`config.mk`:
```
export PLATFORM = sky130hd
export DESIGN_NAME = bffa_ctrl
export DESIGN_NICKNAME = d
export VERILOG_FILES = /design/src/sv/bffa_pkg.sv /design/src/sv/bffa_ctrl.sv
export SDC_FILE = /design/constraint.sdc
export NUM_CORES = 1
export LEC_CHECK = 0
export BUFFER_PORTS_ARGS = -buffer_cell sky130_fd_sc_hd__buf_2
export CELL_PAD_IN_SITES_DETAIL_PLACEMENT = 1
export CELL_PAD_IN_SITES_GLOBAL_PLACEMENT = 1
export CORE_AREA = 5 5 42 44
export CTS_CLUSTER_SIZE = 10
export DETAILED_ROUTE_END_ITERATION = 16
export DIE_AREA = 0 0 47 49
export PLACE_DENSITY = 0.75
export SLEW_MARGIN = 20
export SYNTH_ARGS = -nofsm -noshare
export SYNTH_HDL_FRONTEND = slang
export SYNTH_SLANG_ARGS = --single-unit
export TNS_END_PERCENT = 1
```
`constraint.sdc`:
```
create_clock -name clk -period 2.05 [get_ports clk]
set_clock_uncertainty 0.15 [all_clocks]
set_input_delay 0.205 -clock clk [delete_from_list [all_inputs] [get_ports clk]]
set_output_delay 0.205 -clock clk [all_outputs]
set_load 0.05 [all_outputs]
```
`src/sv/bffa_pkg.sv`:
```
// ----------------------------------------------------------------------------
// bffa_pkg
// Shared constants and controller/datapath interface types for the bitmap
// first-fit allocator.
// ----------------------------------------------------------------------------
package bffa_pkg;

  localparam int POOL_UNITS    = 8192;
  localparam int MAP_WORD_BITS = 32;
  localparam int MAP_WORDS     = (POOL_UNITS + MAP_WORD_BITS - 1) / MAP_WORD_BITS;
  localparam int WORD_AW       = $clog2(MAP_WORDS);
  localparam int MAP_SPAN      = MAP_WORDS * MAP_WORD_BITS;

  // field widths of the transaction ports
  localparam int LEN_W = 14;
  localparam int OFF_W = 13;

  // unit positions (and exclusive run ends) inside the map
  localparam int U_W   = $clog2(MAP_SPAN + 1);
  // run lengths and sums of a position and a length
  localparam int RUN_W = ((U_W > LEN_W) ? U_W : LEN_W) + 1;
  // start plus length of an incoming free, before clipping
  localparam int SUM_W = RUN_W + 1;

  localparam logic OP_ALLOC = 1'b0;
  localparam logic OP_FREE  = 1'b1;

  localparam logic ST_OK   = 1'b0;
  localparam logic ST_FAIL = 1'b1;

  typedef struct packed {
    logic load;       // capture the transaction
    logic scan_rd;    // read map word at the scan pointer
    logic scan_eval;  // evaluate the word read last cycle
    logic mark_rd;    // read the partial word at the mark pointer
    logic mark_wr;    // merge and write back the partial word
    logic mark_fill;  // write a word the run covers completely
    logic resp_ok;
    logic resp_fail;
  } bffa_cmd_t;

  typedef struct packed {
    logic is_free;
    logic alloc_bad;
    logic free_empty;
    logic hit;
    logic scan_last;
    logic mark_full;
    logic mark_last;
  } bffa_stat_t;

endpackage

```
`src/sv/bffa_ctrl.sv`:
```
// ----------------------------------------------------------------------------
// bffa_ctrl
// Sequencer for the allocator: checks the request, steps the word scan and
// the mark sweep, and issues the response.
// ----------------------------------------------------------------------------
module bffa_ctrl
  import bffa_pkg::*;
(
  input  logic       clk,
  input  logic       rst,
  input  logic       start,
  output logic       busy,
  input  bffa_stat_t stat,
  output bffa_cmd_t  cmd
);

  typedef enum logic [2:0] {
    S_IDLE,
    S_CHECK,
    S_SCAN,
    S_MARK,
    S_MARK_WR,
    S_RESP,
    S_FAIL
  } state_t;

  state_t state, state_next;

  always_comb begin
    cmd        = '0;
    state_next = state;
    case (state)
      S_IDLE: begin
        if (start) begin
          cmd.load   = 1'b1;
          state_next = S_CHECK;
        end
      end
      S_CHECK: begin
        if (!stat.is_free) begin
          if (stat.alloc_bad) begin
            state_next = S_FAIL;
          end else begin
            cmd.scan_rd = 1'b1;
            state_next  = S_SCAN;
          end
        end else if (stat.free_empty) begin
          state_next = S_RESP;
        end else begin
          state_next = S_MARK;
        end
      end
      S_SCAN: begin
        cmd.scan_eval = 1'b1;
        cmd.scan_rd   = 1'b1;
        if (stat.hit) begin
          state_next = S_MARK;
        end else if (stat.scan_last) begin
          state_next = S_FAIL;
        end
      end
      S_MARK: begin
        if (stat.mark_full) begin
          cmd.mark_fill = 1'b1;
          if (stat.mark_last) state_next = S_RESP;
        end else begin
          cmd.mark_rd = 1'b1;
          state_next  = S_MARK_WR;
        end
      end
      S_MARK_WR: begin
        cmd.mark_wr = 1'b1;
        state_next  = stat.mark_last ? S_RESP : S_MARK;
      end
      S_RESP: begin
        cmd.resp_ok = 1'b1;
        state_next  = S_IDLE;
      end
      S_FAIL: begin
        cmd.resp_fail = 1'b1;
        state_next    = S_IDLE;
      end
      default: begin
        state_next = S_IDLE;
      end
    endcase
  end

  always_ff @(posedge clk) begin
    if (rst) begin
      state <= S_IDLE;
      busy  <= 1'b0;
    end else begin
      state <= state_next;
      busy  <= (state_next != S_IDLE);
    end
  end

  // read-modify-write always comes from a mark step that saw a partial word
  a_wr_after_rd: assert property (@(posedge clk) disable iff (rst)
    state == S_MARK_WR |-> $past(state) == S_MARK)
    else $error("merge write without a preceding read");

  a_scan_entry: assert property (@(posedge clk) disable iff (rst)
    state == S_SCAN |-> ($past(state) == S_CHECK || $past(state) == S_SCAN))
    else $error("scan entered from an unexpected state");

  a_hit_marks: assert property (@(posedge clk) disable iff (rst)
    (state == S_SCAN && stat.hit) |=> state == S_MARK)
    else $error("found run not marked");

endmodule

```
# After elaboration in Yosys (flattened, before gate mapping)
# Cells that the tools add are included.
[op_classes]
mux = 23
eq_ne = 6
reduce_logical = 2
[ops]
columns = ["operator", "n"]
rows = [
  ["$mux 3", 9],
  ["$pmux 3 s5", 1],
  ["$mux 1", 12],
  ["$eq 3x3->1 const B", 3],
  ["$eq 3x2->1 const B", 2],
  ["$eq 3x1->1 const B", 1],
  ["$logic_not 3->1", 1],
  ["$reduce_bool 3->1", 1],
  ["$pmux 1 s2", 1],
]
[totals]
reg_bits = 4
output_inout_bits = 9
wordCells = 33
in_bits = 10

# Depth between registers and ports, before layout
[logic_depth]
word_depth = 4
mapped_depth = 5
mapped_depth_nobuf = 4

# Worst setup path before layout
# Ideal clock, no wire load.
[synth_path]
kind = "register to register"
start = "reg state[2]"
end = "reg state[2]"
n_path_buf = 0
synth_period_minus_slack_ns = 2.311
stages_incl_launch_ff = 5
setup_ns = 0.058
setup_slack_ns = -0.261
required_ns = 1.842
arrival_ns = 2.103
cell_sequence = "dfxtp_1 > inv_1 > nor3_1 > a2111o_1 > and2_2"
[synth_between]
elab_chain_len = 3
word_cells_on_any_way = 11
cone_classes = "eq/ne (4); mux (6); reduce/logical (1)"
[synth_rtl]
columns = ["item", "line", "source"]
rows = [
  ["from (decl)", "bffa_ctrl.sv:27", "state_t state, state_next;"],
  ["from (signal assigned)", "bffa_ctrl.sv:94", "state <= state_next;"],
  ["$mux 3, on equally long branches", "bffa_ctrl.sv:65, bffa_ctrl.sv:58", ""],
  ["$mux 3, on equally long branches", "bffa_ctrl.sv:63, bffa_ctrl.sv:56", ""],
  ["$pmux 3 s5 *", "bffa_ctrl.sv:32", "case (state)"],
]
# Mark *: on every way between the ends. The rest lies on a longest branch, timed or not.
# A chain may end at the register's enable or synchronous reset.

==> results.sh <==
export IMPL_start_util_pct=22.7
export IMPL_post_synth_mux_area_share_pct=3.15
export IMPL_max_cap_viol_count=0
export IMPL_initialDrtViolationCount=2
export IMPL_core_area_sq_mm=0.00140
export IMPL_finalCriticalPeriod_ns=1.87
export IMPL_setup_viol_count_final=0
export IMPL_ys_types=26
export IMPL_finalHoldViolations=0
export IMPL_crit_path_cell_trace="nand2b_2 > or3_1 > a21oi_1 > buf_2"
export IMPL_synth_xor_xnor_area_share_pct=0
export IMPL_synth_seq_area_share_pct=25.2
export IMPL_drt_drc_violations_left=0
export IMPL_critical_path_max_stage_delay_ns=0.34
export IMPL_cellPowerDensity_mw_per_mm2=1190
export IMPL_timing_critical_path_max_delay_family="simple AND/OR/NAND/NOR gates"
export IMPL_clk_latency_worst_skew_pair_ns=0.23
export IMPL_setup_worst_path_start_class="flop"
export IMPL_cts_clk_slew_worst_paths_ns=0.04
export IMPL_critical_path_n_buffers_inverters=1
export IMPL_final_max_slew_violation_count=0
export IMPL_fp_row_count=14
export IMPL_synth_top_flop_cell="sky130_fd_sc_hd__dfxtp_1"
export IMPL_post_route_util_pct=32.1
export IMPL_ys_async_sr_fraction_pct=0
export IMPL_slew_headroom_pct=83.8
export IMPL_rsz0062_at_grt="no"
export IMPL_fin_crit_sh_pct=91.4
export IMPL_detailroute_via_count=365
export IMPL_syn_area_sq_um=318
export IMPL_ffs_latches_synth=4
export IMPL_synthesized_area_per_cell_sq_um=7.75
export IMPL_holdCritPathClass="input port to flop"
export IMPL_r2r_setup_slack_ns=0.39
export IMPL_first_global_vias=362
export IMPL_n_antenna_cell=0
export IMPL_final_cell_mix="18 x sky130_fd_sc_hd__buf_2, 5 x sky130_fd_sc_hd__inv_1, 4 x sky130_fd_sc_hd__nor2_1"
export IMPL_fraction_of_the_mapped_netlist_area_in_adder_cells_pct=0
export IMPL_ant_nets=0
export IMPL_die_width_um=47
export IMPL_post_synthesis_simple_gate_area_fraction_pct=38.2
export IMPL_route_detailed_wl_per_inst_um=12.0
export IMPL_syn_to_final_growth_pct=41.3
export IMPL_vias_per_inst=4.74
export IMPL_status="complete, no violations"
export IMPL_grt_first_pass_wirelength_um=1560
export IMPL_cts_resized=0
export IMPL_critPathSlowestCell="sky130_fd_sc_hd__dfxtp_1"
export IMPL_cts_num_sinks=4
export IMPL_worst_slew_pin_transition_ns=0.243
export IMPL_worst_endpoint_required_ns=1.69
export IMPL_groute_usage_overall_pct=9.70
export IMPL_postRouteWirelength_um=925
export IMPL_final_layout_size_suffix_gt1_share_pct=45.9
export IMPL_gp_congestion=0.746
export IMPL_critPathCaptureType="output port"
export IMPL_nets=73
export IMPL_io_pins=19
export IMPL_cts_htree_levels=1
export IMPL_tritoncts_clock_tree="built"
export IMPL_postcts_setup_bufs=0
export IMPL_pin_count_of_the_biggest_net_entering_global_routing=10
export IMPL_layout_commonest_cell="sky130_fd_sc_hd__buf_2"
export IMPL_power_static_leakage_nw=0.236
export IMPL_drtPass1Iterations=3
export IMPL_postCtsHoldBufs=0
export IMPL_worst_endpoint_arrival_ns=1.52
export IMPL_share_of_the_synthesized_area_in_compound_gates_ao_oa_aoi_oai_pct=25.2
export IMPL_largest_family_of_logic_cells_by_synthesized_area="simple AND/OR/NAND/NOR gates"
export IMPL_syn_inst=41
export IMPL_ir_worst_vdd_mv=0.347
export IMPL_synth_edf_count=0
export IMPL_worst_setup_path_type="flop to output port"
export IMPL_antenna_found_initial=0
export IMPL_synth_warning_count=0
export IMPL_grt_overflow_total=0
export IMPL_floorplan_die_height_um=49
export IMPL_maximum_frequency_from_static_timing_analysis_mhz=534
export IMPL_cts_buffer_depth=2
export IMPL_sum_of_negative_setup_slack_ns=0
export IMPL_worstPathMaxFanout=6
export IMPL_syn_num_nets=51
export IMPL_ctsRootBufferMaster="sky130_fd_sc_hd__clkbuf_4"
export IMPL_design_die_area_sq_mm=0.00230
export IMPL_cts_made_buffers=3
export IMPL_port_buffer_count=18
-- flip-flops by register name (all words and copies together) (netlist names) --
name / count
busy: 1
state: 3
-- cells in the mapped netlist, drive strengths merged, types with 2 or more instances --
cell type  n  area [sq um]
nor3       2          10.0
a21oi      3          15.0
nand2b     2          15.0
inv        5          18.8
nor2       4          15.0
dfxtp      4          80.1
and2       4          26.3
-- final timing paths --
kind                  to     start  cells after the start
setup reg to reg    busy  state[2]                      4
setup / recovery  cmd[6]  state[1]                      4
hold / removal      busy       rst                      3
hold reg to reg     busy  state[2]                      2
-- layer usage --
layer / wire [um] / GRT usage [%]
met1: 352 / 9.83
met2: 447 / 14.7
met3: 81 / 2.58
met4: 44 / 9.68
met5: 0 / 0
-- kinds of logic (layout without fill, tap and decap cells) --
kind of cell           after synthesis  in the layout
AND/OR/NAND/NOR                     19             19
flip-flops                           4              4
buffers and inverters                6             26
multiplexers                         1              1
AO/OA/AOI/OAI                       11             11
-- metrics by stage --
| stage | hold slack (ns) | instances | power [mW] | instance area [sq um] | worst slack [ns] |
|---|---|---|---|---|---|
| finish | 0.103 | 77 | 0.536 | 449 | 0.177 |
| global route | 0.119 | 77 | 0.574 | 449 | 0.0737 |
| CTS | 0.102 | 77 | 0.545 | 448 | 0.0954 |
| detailed placement | 0.343 | 74 | 0.443 | 425 | 0.363 |
| global placement | 0.343 | 74 | 0.439 | 425 | 0.370 |
| floorplan | 0.232 | 41 | 0.377 | 323 | 0.0667 |
-- layout make-up --
cell class	instances	area (sq um)
Multi-Input combinational cell	31	216
Fill cell	190	952
Clock buffer	3	22.5
Tap cell	16	20.0
Inverter	5	18.8
Sequential cell	4	81.3
Timing Repair Buffer	18	90.1
-- worst min-delay path, delay by kind of cell --
family | cells | cell delay (ns)
AO/OA/AOI/OAI | 2 | 0.15
buffers and inverters | 1 | 0.07
-- report_power, final --
part | internal, mW | switching (mW)
registers | 0.103 | 0.0318
clock network | 0.0654 | 0.0305
logic | 0.103 | 0.202
total | 0.272 | 0.264
No activity file was read; power rests on OpenSTA's default activity.
